--- src/sv/necir_pkg.sv ---
// Package: types, constants and reset values of the NEC infrared frame decoder
`timescale 1ns / 1ps
`default_nettype none

package necir_pkg;

  localparam int TicksW        = 15;
  localparam int TolW          = 12;
  localparam int FieldW        = 16;
  localparam int MaxSymbols    = 64;
  localparam int CountW        = $clog2(MaxSymbols);
  localparam int FrameSymbols  = 34;
  localparam int RepeatSymbols = 2;
  localparam int CfgIdxW       = 4;
  localparam int CfgDataW      = 16;
  localparam int StatusW       = 2;

  localparam logic [TolW-1:0]   TolRst         = TolW'(200);
  localparam logic [TicksW-1:0] LeaderMarkRst  = TicksW'(9000);
  localparam logic [TicksW-1:0] LeaderSpaceRst = TicksW'(4500);
  localparam logic [TicksW-1:0] RepeatSpaceRst = TicksW'(2250);
  localparam logic [TicksW-1:0] ZeroMarkRst    = TicksW'(560);
  localparam logic [TicksW-1:0] ZeroSpaceRst   = TicksW'(560);
  localparam logic [TicksW-1:0] OneMarkRst     = TicksW'(560);
  localparam logic [TicksW-1:0] OneSpaceRst    = TicksW'(1690);

  typedef enum logic [StatusW-1:0] {
    ST_FRAME   = 2'd0,
    ST_REPEAT  = 2'd1,
    ST_REJECT  = 2'd2,
    ST_UNKNOWN = 2'd3
  } status_e;

  typedef enum logic [CfgIdxW-1:0] {
    CFG_TOLERANCE    = 4'd0,
    CFG_LEADER_MARK  = 4'd1,
    CFG_LEADER_SPACE = 4'd2,
    CFG_REPEAT_SPACE = 4'd3,
    CFG_ZERO_MARK    = 4'd4,
    CFG_ZERO_SPACE   = 4'd5,
    CFG_ONE_MARK     = 4'd6,
    CFG_ONE_SPACE    = 4'd7
  } cfg_idx_e;

  typedef struct packed {
    logic [TolW-1:0]   tolerance;
    logic [TicksW-1:0] leader_mark;
    logic [TicksW-1:0] leader_space;
    logic [TicksW-1:0] repeat_space;
    logic [TicksW-1:0] zero_mark;
    logic [TicksW-1:0] zero_space;
    logic [TicksW-1:0] one_mark;
    logic [TicksW-1:0] one_space;
  } cfg_t;

  typedef struct packed {
    logic [TicksW-1:0] mark_ticks;
    logic [TicksW-1:0] space_ticks;
    logic              burst_end;
  } sym_t;

  typedef struct packed {
    logic is_leader;
    logic is_repeat;
    logic is_one;
    logic is_zero;
  } sym_class_t;

  typedef struct packed {
    status_e           status;
    logic [FieldW-1:0] address;
    logic [FieldW-1:0] command;
  } res_t;

endpackage

`default_nettype wire

--- src/sv/necir_if.sv ---
// Channel interfaces: symbol input, result output and configuration write
`timescale 1ns / 1ps
`default_nettype none

interface necir_sym_if;
  logic                           valid;
  logic                           ready;
  logic [necir_pkg::TicksW-1:0]   mark_ticks;
  logic [necir_pkg::TicksW-1:0]   space_ticks;
  logic                           burst_end;

  modport source (output valid, mark_ticks, space_ticks, burst_end, input ready);
  modport sink   (input valid, mark_ticks, space_ticks, burst_end, output ready);
endinterface

interface necir_res_if;
  logic                           valid;
  logic                           ready;
  logic [necir_pkg::StatusW-1:0]  status;
  logic [necir_pkg::FieldW-1:0]   address;
  logic [necir_pkg::FieldW-1:0]   command;

  modport source (output valid, status, address, command, input ready);
  modport sink   (input valid, status, address, command, output ready);
endinterface

interface necir_cfg_if;
  logic                           valid;
  logic                           ready;
  logic [necir_pkg::CfgIdxW-1:0]  index;
  logic [necir_pkg::CfgDataW-1:0] data;

  modport source (output valid, index, data, input ready);
  modport sink   (input valid, index, data, output ready);
endinterface

`default_nettype wire

--- src/sv/necir_cfg_regs.sv ---
// Configuration register bank of the NEC infrared frame decoder
`timescale 1ns / 1ps
`default_nettype none

module necir_cfg_regs (
  input  wire logic                           clk_i,
  input  wire logic                           rst_ni,
  input  wire logic                           wr_en_i,
  input  wire logic [necir_pkg::CfgIdxW-1:0]  wr_idx_i,
  input  wire logic [necir_pkg::CfgDataW-1:0] wr_data_i,
  output necir_pkg::cfg_t                     cfg_o
);
  import necir_pkg::*;

  cfg_t cfg_q, cfg_d;

  always_comb begin
    cfg_d = cfg_q;
    if (wr_en_i) begin
      unique case (wr_idx_i)
        CFG_TOLERANCE:    cfg_d.tolerance    = wr_data_i[TolW-1:0];
        CFG_LEADER_MARK:  cfg_d.leader_mark  = wr_data_i[TicksW-1:0];
        CFG_LEADER_SPACE: cfg_d.leader_space = wr_data_i[TicksW-1:0];
        CFG_REPEAT_SPACE: cfg_d.repeat_space = wr_data_i[TicksW-1:0];
        CFG_ZERO_MARK:    cfg_d.zero_mark    = wr_data_i[TicksW-1:0];
        CFG_ZERO_SPACE:   cfg_d.zero_space   = wr_data_i[TicksW-1:0];
        CFG_ONE_MARK:     cfg_d.one_mark     = wr_data_i[TicksW-1:0];
        CFG_ONE_SPACE:    cfg_d.one_space    = wr_data_i[TicksW-1:0];
        default: ;
      endcase
    end
  end

  always_ff @(posedge clk_i or negedge rst_ni) begin
    if (!rst_ni) begin
      cfg_q.tolerance    <= TolRst;
      cfg_q.leader_mark  <= LeaderMarkRst;
      cfg_q.leader_space <= LeaderSpaceRst;
      cfg_q.repeat_space <= RepeatSpaceRst;
      cfg_q.zero_mark    <= ZeroMarkRst;
      cfg_q.zero_space   <= ZeroSpaceRst;
      cfg_q.one_mark     <= OneMarkRst;
      cfg_q.one_space    <= OneSpaceRst;
    end else begin
      cfg_q <= cfg_d;
    end
  end

  assign cfg_o = cfg_q;

endmodule

`default_nettype wire

--- src/sv/necir_sym_classify.sv ---
// Symbol classifier: tolerance window checks of mark and space durations
`timescale 1ns / 1ps
`default_nettype none

module necir_sym_classify (
  input  wire necir_pkg::cfg_t              cfg_i,
  input  wire logic [necir_pkg::TicksW-1:0] mark_i,
  input  wire logic [necir_pkg::TicksW-1:0] space_i,
  output necir_pkg::sym_class_t             cls_o
);
  import necir_pkg::*;

  // strictly inside nominal +/- tol; a negative lower bound always passes
  function automatic logic in_window(logic [TicksW-1:0] ticks, logic [TicksW-1:0] nominal,
                                     logic [TolW-1:0] tol);
    logic [TicksW:0] hi;
    logic [TicksW:0] lo;
    logic            upper;
    logic            lower;
    hi    = {1'b0, nominal} + {{(TicksW+1-TolW){1'b0}}, tol};
    lo    = {1'b0, nominal} - {{(TicksW+1-TolW){1'b0}}, tol};
    upper = {1'b0, ticks} < hi;
    lower = lo[TicksW] || (ticks > lo[TicksW-1:0]);
    return upper && lower;
  endfunction

  logic mark_leader, mark_zero, mark_one;
  logic space_leader, space_repeat, space_zero, space_one;

  assign mark_leader  = in_window(mark_i,  cfg_i.leader_mark,  cfg_i.tolerance);
  assign mark_zero    = in_window(mark_i,  cfg_i.zero_mark,    cfg_i.tolerance);
  assign mark_one     = in_window(mark_i,  cfg_i.one_mark,     cfg_i.tolerance);
  assign space_leader = in_window(space_i, cfg_i.leader_space, cfg_i.tolerance);
  assign space_repeat = in_window(space_i, cfg_i.repeat_space, cfg_i.tolerance);
  assign space_zero   = in_window(space_i, cfg_i.zero_space,   cfg_i.tolerance);
  assign space_one    = in_window(space_i, cfg_i.one_space,    cfg_i.tolerance);

  assign cls_o.is_leader = mark_leader && space_leader;
  assign cls_o.is_repeat = mark_leader && space_repeat;
  assign cls_o.is_one    = mark_one && space_one;
  assign cls_o.is_zero   = mark_zero && space_zero;

endmodule

`default_nettype wire

--- src/sv/necir_decode.sv ---
// Burst decoder: symbol count, shift registers, saved values and result register
`timescale 1ns / 1ps
`default_nettype none

module necir_decode (
  input  wire logic                  clk_i,
  input  wire logic                  rst_ni,
  input  wire logic                  step_i,
  input  wire logic                  burst_end_i,
  input  wire necir_pkg::sym_class_t cls_i,
  input  wire logic                  res_ready_i,
  output logic                       res_valid_o,
  output necir_pkg::res_t            res_o
);
  import necir_pkg::*;

  localparam logic [CountW-1:0] MaxCount    = CountW'(MaxSymbols - 1);
  localparam logic [CountW-1:0] AddrLastIdx = CountW'(FieldW);
  localparam logic [CountW-1:0] CmdLastIdx  = CountW'(2 * FieldW);
  localparam logic [CountW-1:0] FrameCount  = CountW'(FrameSymbols);
  localparam logic [CountW-1:0] RepeatCount = CountW'(RepeatSymbols);

  logic [CountW-1:0] count_q, count_d, count_nx;
  logic [FieldW-1:0] addr_q, addr_d, cmd_q, cmd_d;
  logic [FieldW-1:0] saved_addr_q, saved_addr_d, saved_cmd_q, saved_cmd_d;
  logic              frame_good_q, frame_good_d, repeat_good_q, repeat_good_d;
  logic              res_valid_q, res_valid_d;
  res_t              res_q, res_d;

  always_comb begin
    count_d       = count_q;
    addr_d        = addr_q;
    cmd_d         = cmd_q;
    frame_good_d  = frame_good_q;
    repeat_good_d = repeat_good_q;
    saved_addr_d  = saved_addr_q;
    saved_cmd_d   = saved_cmd_q;
    res_d         = res_q;
    res_valid_d   = res_valid_q && !res_ready_i;
    count_nx      = (count_q != MaxCount) ? count_q + CountW'(1) : count_q;

    if (step_i) begin
      if (count_q == '0) begin
        frame_good_d  = frame_good_q && cls_i.is_leader;
        repeat_good_d = cls_i.is_repeat;
      end else if (count_q <= CmdLastIdx) begin
        if (!cls_i.is_one && !cls_i.is_zero) begin
          frame_good_d = 1'b0;
        end
        if (count_q <= AddrLastIdx) begin
          addr_d = {cls_i.is_one, addr_q[FieldW-1:1]};
        end else begin
          cmd_d = {cls_i.is_one, cmd_q[FieldW-1:1]};
        end
      end
      count_d = count_nx;

      if (burst_end_i) begin
        res_valid_d   = 1'b1;
        res_d.status  = ST_UNKNOWN;
        res_d.address = '0;
        res_d.command = '0;
        if (count_nx == FrameCount) begin
          if (frame_good_d) begin
            saved_addr_d  = addr_d;
            saved_cmd_d   = cmd_d;
            res_d.status  = ST_FRAME;
            res_d.address = addr_d;
            res_d.command = cmd_d;
          end else begin
            res_d.status = ST_REJECT;
          end
        end else if (count_nx == RepeatCount) begin
          if (repeat_good_d) begin
            res_d.status  = ST_REPEAT;
            res_d.address = saved_addr_q;
            res_d.command = saved_cmd_q;
          end else begin
            res_d.status = ST_REJECT;
          end
        end
        count_d       = '0;
        addr_d        = '0;
        cmd_d         = '0;
        frame_good_d  = 1'b1;
        repeat_good_d = 1'b0;
      end
    end
  end

  always_ff @(posedge clk_i or negedge rst_ni) begin
    if (!rst_ni) begin
      count_q       <= '0;
      addr_q        <= '0;
      cmd_q         <= '0;
      frame_good_q  <= 1'b1;
      repeat_good_q <= 1'b0;
      saved_addr_q  <= '0;
      saved_cmd_q   <= '0;
      res_valid_q   <= 1'b0;
    end else begin
      count_q       <= count_d;
      addr_q        <= addr_d;
      cmd_q         <= cmd_d;
      frame_good_q  <= frame_good_d;
      repeat_good_q <= repeat_good_d;
      saved_addr_q  <= saved_addr_d;
      saved_cmd_q   <= saved_cmd_d;
      res_valid_q   <= res_valid_d;
    end
  end

  // result payload, no reset
  always_ff @(posedge clk_i) begin
    res_q <= res_d;
  end

  assign res_valid_o = res_valid_q;
  assign res_o       = res_q;

endmodule

`default_nettype wire

--- src/sv/nec_ir_frame_decoder.sv ---
// An accepted symbol sits in the input register; a burst end's result is then held in the result register.
// Throughput: one symbol per cycle; the input register holds a burst-end symbol
// only while the result register is full and not taken.
// Reset: timing registers return to nominal NEC values, burst state and saved
// address/command clear; no clearing pass, symbols taken right after reset.
`timescale 1ns / 1ps
`default_nettype none

module nec_ir_frame_decoder (
  input  wire logic   clk_i,
  input  wire logic   rst_ni,
  necir_cfg_if.sink   cfg_i,
  necir_sym_if.sink   sym_i,
  necir_res_if.source res_o
);
  import necir_pkg::*;

  cfg_t       cfg;
  sym_t       sym_q;
  logic       sym_valid_q;
  logic       step;
  sym_class_t cls;
  res_t       res;
  logic       res_valid;

  assign cfg_i.ready = 1'b1;

  necir_cfg_regs u_cfg (
    .clk_i     (clk_i),
    .rst_ni    (rst_ni),
    .wr_en_i   (cfg_i.valid),
    .wr_idx_i  (cfg_i.index),
    .wr_data_i (cfg_i.data),
    .cfg_o     (cfg)
  );

  // input register; a burst end waits only for a free result register
  assign step        = sym_valid_q && (!sym_q.burst_end || !res_valid || res_o.ready);
  assign sym_i.ready = !sym_valid_q || step;

  always_ff @(posedge clk_i or negedge rst_ni) begin
    if (!rst_ni) begin
      sym_valid_q <= 1'b0;
    end else if (sym_i.ready) begin
      sym_valid_q <= sym_i.valid;
    end
  end

  always_ff @(posedge clk_i) begin
    if (sym_i.ready && sym_i.valid) begin
      sym_q.mark_ticks  <= sym_i.mark_ticks;
      sym_q.space_ticks <= sym_i.space_ticks;
      sym_q.burst_end   <= sym_i.burst_end;
    end
  end

  necir_sym_classify u_classify (
    .cfg_i   (cfg),
    .mark_i  (sym_q.mark_ticks),
    .space_i (sym_q.space_ticks),
    .cls_o   (cls)
  );

  necir_decode u_decode (
    .clk_i       (clk_i),
    .rst_ni      (rst_ni),
    .step_i      (step),
    .burst_end_i (sym_q.burst_end),
    .cls_i       (cls),
    .res_ready_i (res_o.ready),
    .res_valid_o (res_valid),
    .res_o       (res)
  );

  assign res_o.valid   = res_valid;
  assign res_o.status  = res.status;
  assign res_o.address = res.address;
  assign res_o.command = res.command;

endmodule

`default_nettype wire

--- src/flat_wrapper.sv ---
// flat-port wrapper written by rule: the top's interface ports become plain ports
module nec_ir_frame_decoder_flat import necir_pkg::*;
  (clk_i, rst_ni, cfg_i_valid, cfg_i_index, cfg_i_data, cfg_i_ready, sym_i_valid, sym_i_mark_ticks, sym_i_space_ticks, sym_i_burst_end, sym_i_ready, res_o_valid, res_o_status, res_o_address, res_o_command, res_o_ready);
  necir_cfg_if cfg_i_i ();
  necir_sym_if sym_i_i ();
  necir_res_if res_o_i ();
  input  wire logic clk_i;
  input  wire logic rst_ni;
  input wire logic [$bits(cfg_i_i.valid)-1:0] cfg_i_valid;
  input wire logic [$bits(cfg_i_i.index)-1:0] cfg_i_index;
  input wire logic [$bits(cfg_i_i.data)-1:0] cfg_i_data;
  output wire logic [$bits(cfg_i_i.ready)-1:0] cfg_i_ready;
  input wire logic [$bits(sym_i_i.valid)-1:0] sym_i_valid;
  input wire logic [$bits(sym_i_i.mark_ticks)-1:0] sym_i_mark_ticks;
  input wire logic [$bits(sym_i_i.space_ticks)-1:0] sym_i_space_ticks;
  input wire logic [$bits(sym_i_i.burst_end)-1:0] sym_i_burst_end;
  output wire logic [$bits(sym_i_i.ready)-1:0] sym_i_ready;
  output wire logic [$bits(res_o_i.valid)-1:0] res_o_valid;
  output wire logic [$bits(res_o_i.status)-1:0] res_o_status;
  output wire logic [$bits(res_o_i.address)-1:0] res_o_address;
  output wire logic [$bits(res_o_i.command)-1:0] res_o_command;
  input wire logic [$bits(res_o_i.ready)-1:0] res_o_ready;
  assign cfg_i_i.valid = cfg_i_valid;
  assign cfg_i_i.index = cfg_i_index;
  assign cfg_i_i.data = cfg_i_data;
  assign cfg_i_ready = cfg_i_i.ready;
  assign sym_i_i.valid = sym_i_valid;
  assign sym_i_i.mark_ticks = sym_i_mark_ticks;
  assign sym_i_i.space_ticks = sym_i_space_ticks;
  assign sym_i_i.burst_end = sym_i_burst_end;
  assign sym_i_ready = sym_i_i.ready;
  assign res_o_valid = res_o_i.valid;
  assign res_o_status = res_o_i.status;
  assign res_o_address = res_o_i.address;
  assign res_o_command = res_o_i.command;
  assign res_o_i.ready = res_o_ready;
  nec_ir_frame_decoder u_core (.clk_i(clk_i), .rst_ni(rst_ni), .cfg_i(cfg_i_i), .sym_i(sym_i_i), .res_o(res_o_i));
endmodule
--- config.mk ---
export PLATFORM = sky130hd
export DESIGN_NAME = nec_ir_frame_decoder_flat
export DESIGN_NICKNAME = d
export VERILOG_FILES = /design/src/sv/necir_pkg.sv /design/src/sv/necir_if.sv /design/src/sv/necir_cfg_regs.sv /design/src/sv/necir_sym_classify.sv /design/src/sv/necir_decode.sv /design/src/sv/nec_ir_frame_decoder.sv /design/src/flat_wrapper.sv
export SDC_FILE = /design/constraint.sdc
export NUM_CORES = 1
export LEC_CHECK = 0
export ABC_AREA = 0
export BUFFER_PORTS_ARGS = -buffer_cell sky130_fd_sc_hd__buf_4
export CORE_UTILIZATION = 40
export DETAILED_ROUTE_END_ITERATION = 7
export PLACE_DENSITY = 0.56
export SLEW_MARGIN = 10
export SYNTH_ARGS = -nofsm -noshare
export SYNTH_HDL_FRONTEND = slang
export SYNTH_SLANG_ARGS = --single-unit
--- constraint.sdc ---
create_clock -name clk_i -period 7 [get_ports clk_i]
set_input_delay 0.35 -clock clk_i [delete_from_list [all_inputs] [get_ports clk_i]]
set_output_delay 0.35 -clock clk_i [all_outputs]
set_load 0.03 [all_outputs]
==> run metrics <==
iteration count of the initial detailed-routing pass 5; Reg2Reg Capture Point u_core.u_decode.res_o[25]; die area 56,800 sq um; nets 2,838; number of CTS-inserted buffers 34; clock slew at reported path FFs 0.06 ns; clock root buffer clkbuf_16; cell accounting for the most synthesized area ha_1; vias in the first global route around 18,000; Slew @ Worst Pin 1.07 ns; outcome finished clean; PnR Total Power between 9 and 10 mW; register bit total from synthesis 256; met3 Usage GRT 1.98%; worst-skew pair later-pin latency 0.56 ns; initial antenna violation count 0; Setup CP Type flop to flop; hold_sp res_o_ready; Crit path top cell by count a21oi_1; area share of the leading cell type in the synthesized netlist between 20% and 30%; Clock Skew 0.0303 ns; Worst path slowest cell dfrtp_1; Port Buffers 90; CP Max Fanout 31; Reg2Reg Setup Slack 0.97 ns; crit path cell chain ha_1 > inv_1 > fa_1 > a21o_1 > a21oi_1 > o21bai_1 > a21oi_1 > o21bai_1 > a41oi_1 > a21oi_1 > nor4_1 > xnor2_1 > ha_1 > a21oi_1 > o21ai_0 > a2111oi_0 > a31oi_1 > a311o_1 > a31oi_1 > o31a_1 > or2_1 > buf_4 > o2bb2ai_1; FILL cells 5,231; post-DR vias/cell between 5 and 6; Reg power frac 22.0%; Main synth FF type dfrtp_1; number of max-cap violations 0; critical path arrival ~6.3 ns; nature of the critical path endpoint flop; ANT nets after route 0; Setup-failing EPs final 0; Site Rows 86; ANT cells 0; Leakage 11.4 nW; Setup crit end u_core.u_decode.res_o[25]; CTS tree done; Rel. slew slack 28.2%; GR Util met2 36.9%; CP peak stage delay just under 0.8 ns; startpoint types flop; # clock sinks between 200 and 300; htree depth 2; GR Util met1 between 20% and 30%; gr busiest metal met2; post-synthesis cell count 2,290; Cell variety after synth 79; Max Slew Vio Count 0; GPL Wtd Cong 0.907; Die X 238 microns; Synth Warn # 0; first-pass GRT wire length 94,600 microns; switch share 44.2%; EDFF count, synth 65; Net Sw Power 4.15 mW; Area Growth Syn to Fin 12.8%; worst vdd ir 0.203 mV; WL final 60,100 microns; Worst Hold Class input pin to flop; clock buffer depth 3; internal power 5.24 mW; initial DRC count 746; initial core utilization 40.5%; Peak Freq between 0.15 and 0.2 GHz; gr usage total 21.2%; final setup TNS 0 ns; core box area 55,200 sq um; fin worst setup slack between 0.9 and 1 ns; largest net degree at the start of global routing just under 70; worst setup path startpoint u_core.u_cfg.cfg_o[105]; cell with the most instances after synthesis ha_1; post-synthesis sequential area ratio 30.3%; FF-to-FF Start u_core.u_cfg.cfg_o[105]; synth top area cells ha_1, dfrtp_1, edfxtp_1; Req. time, crit path around 7.3 ns; P per Cell Area 372 nW/um^2; via count 17,400; Synth Cell Area 22,400 sq um; worst r2r path cells 23; die span in y 238 microns; average size of a mapped cell 9.76 sq um; combinational share of power 60.2%; Post-DP HPWL 46,600 microns; min cycle time layout between 6 and 7 ns; layout cell share with drive strength beyond 1 13.7%; Top-Level Pins 93; Tcrit/Tclk final 86.1%; routed wire length per instance 19.0 microns; fraction of registers with async set/reset 74.6%; Setup WS pre-CTS 0.949 ns; synth cell count leaders ha_1, inv_1, a21oi_1, dfrtp_1, xnor2_1; Fin. Hold Viols 0; # DRC 0; total grt overflow 0; Syn Nets 2,734; RSZ-0062 raised after global routing no; Clk pwr share 17.8%
[stage by stage]
step                utilization, %  cell area, sq um  std cells  hold WS, ns
finish                        45.7             25200       3168       0.0242
global route                  45.7             25200       3168       0.0176
CTS                           45.7             25200       3168      0.00341
detailed placement            43.2             23800       3073        0.373
global placement              43.2             23800       3073        0.366
floorplan                        -             22400       2290       0.0544
[critical path: cells and delay by family, from the launching register on]
| family | cells | cell delay (ns) |
|---|---|---|
| compound gates | 15 | 3.04 |
| xor+xnor | 1 | 0.17 |
| fa+ha+maj | 3 | 0.95 |
| buf+inv | 2 | 0.40 |
| flops | 1 | 0.78 |
| simple gates | 2 | 0.38 |
[power by group through the flow]
stage / clock network (mW) / logic [mW] / registers (mW)
3_5_place_dp: 0 / 5.60 / 2.09
4_1_cts: 1.74 / 5.66 / 2.07
6_report: 1.68 / 5.65 / 2.07
5_1_grt: 1.79 / 6.37 / 2.10
3_3_place_gp: 0 / 5.48 / 2.08
2_1_floorplan: 0 / 4.29 / 2.00
[cells in the final DEF (no fill, tap or decap), types with 11 or more instances in the layout]
cell type,n
ha_1,374
inv_1,168
a21oi_1,157
dfrtp_1,157
xnor2_1,147
nor2_1,145
buf_4,111
mux2_2,109
o21ai_0,93
nand2_1,84
edfxtp_1,65
mux2i_1,61
o21bai_1,46
a21o_1,41
nand3_1,37
nor3_1,35
clkbuf_16,35
o2bb2ai_1,34
dfstp_2,34
dlygate4sd3_1,33
xor2_1,32
nand2b_1,30
nand4_1,27
nor2b_1,25
a22o_1,24
o21a_1,21
a211oi_1,19
nor4_1,16
a31oi_1,15
and3_1,14
fa_1,14
or2_2,12
o31ai_1,11
o211ai_1,11
a22oi_1,11
[sequential cells by signal, summed over array words and instances (netlist names)]
signal	flops
u_core.sym_q	31
u_core.sym_valid_q	1
u_core.u_cfg.cfg_o	117
u_core.u_decode.addr_q	16
u_core.u_decode.cmd_q	16
u_core.u_decode.count_q	6
u_core.u_decode.frame_good_q	1
u_core.u_decode.repeat_good_q	1
u_core.u_decode.res_o	34
u_core.u_decode.res_valid_o	1
u_core.u_decode.saved_addr_q	16
u_core.u_decode.saved_cmd_q	16
[layout make-up]
class / instances / area [sq um] / share of cell area [%]
repair buffers: 145 / 1180 / 4.67
inverters: 168 / 631 / 2.50
multi-input cells: 1789 / 14700 / 58.1
well taps: 748 / 936 / 3.71
clock buffers: 45 / 923 / 3.66
clock inverters: 17 / 130 / 0.516
flip-flops and latches: 256 / 6770 / 26.9
[worst min-delay path by stage]
stage	endpoint	slack, ns	depth (start not counted)
finish	u_core.u_decode.res_valid_o	0.02	2
global route	u_core.u_decode.res_valid_o	0.02	2
CTS	u_core.u_decode.res_valid_o	0.003	2
detailed placement	u_core.u_decode.saved_addr_q[13]	0.37	1
global placement	u_core.u_decode.saved_addr_q[13]	0.37	1
floorplan	u_core.sym_valid_q	0.05	0
[metal layers]
| layer | wire (microns) | vias up |
|---|---|---|
| met3 | 1630 | 83 |
| met4 | 1330 | 0 |
| met5 | 0 | - |
| li1 | - | 8566 |
| met1 | 28200 | 8429 |
| met2 | 28900 | 288 |
[timing repair]
action / 4_1_cts / 5_1_grt
endpoints found under the hold margin: 90 / 0
buffers inserted: 0 / 0
gates resized for setup: 0 / 0
hold buffers: 33 / 0
[cells by family after synthesis]
kind of cell	after synthesis	synth area share, %
xor gates and xnor gates	179	7.01
AOI/OAI and AO/OA	583	17.6
other	1	0.0168
and+or+nand+nor	467	10.3
muxes	171	8.27
DFF	256	30.3
adders and majority gates	388	22.2
buffers and inverters	245	4.27
(Power assumes the default switching activity.)
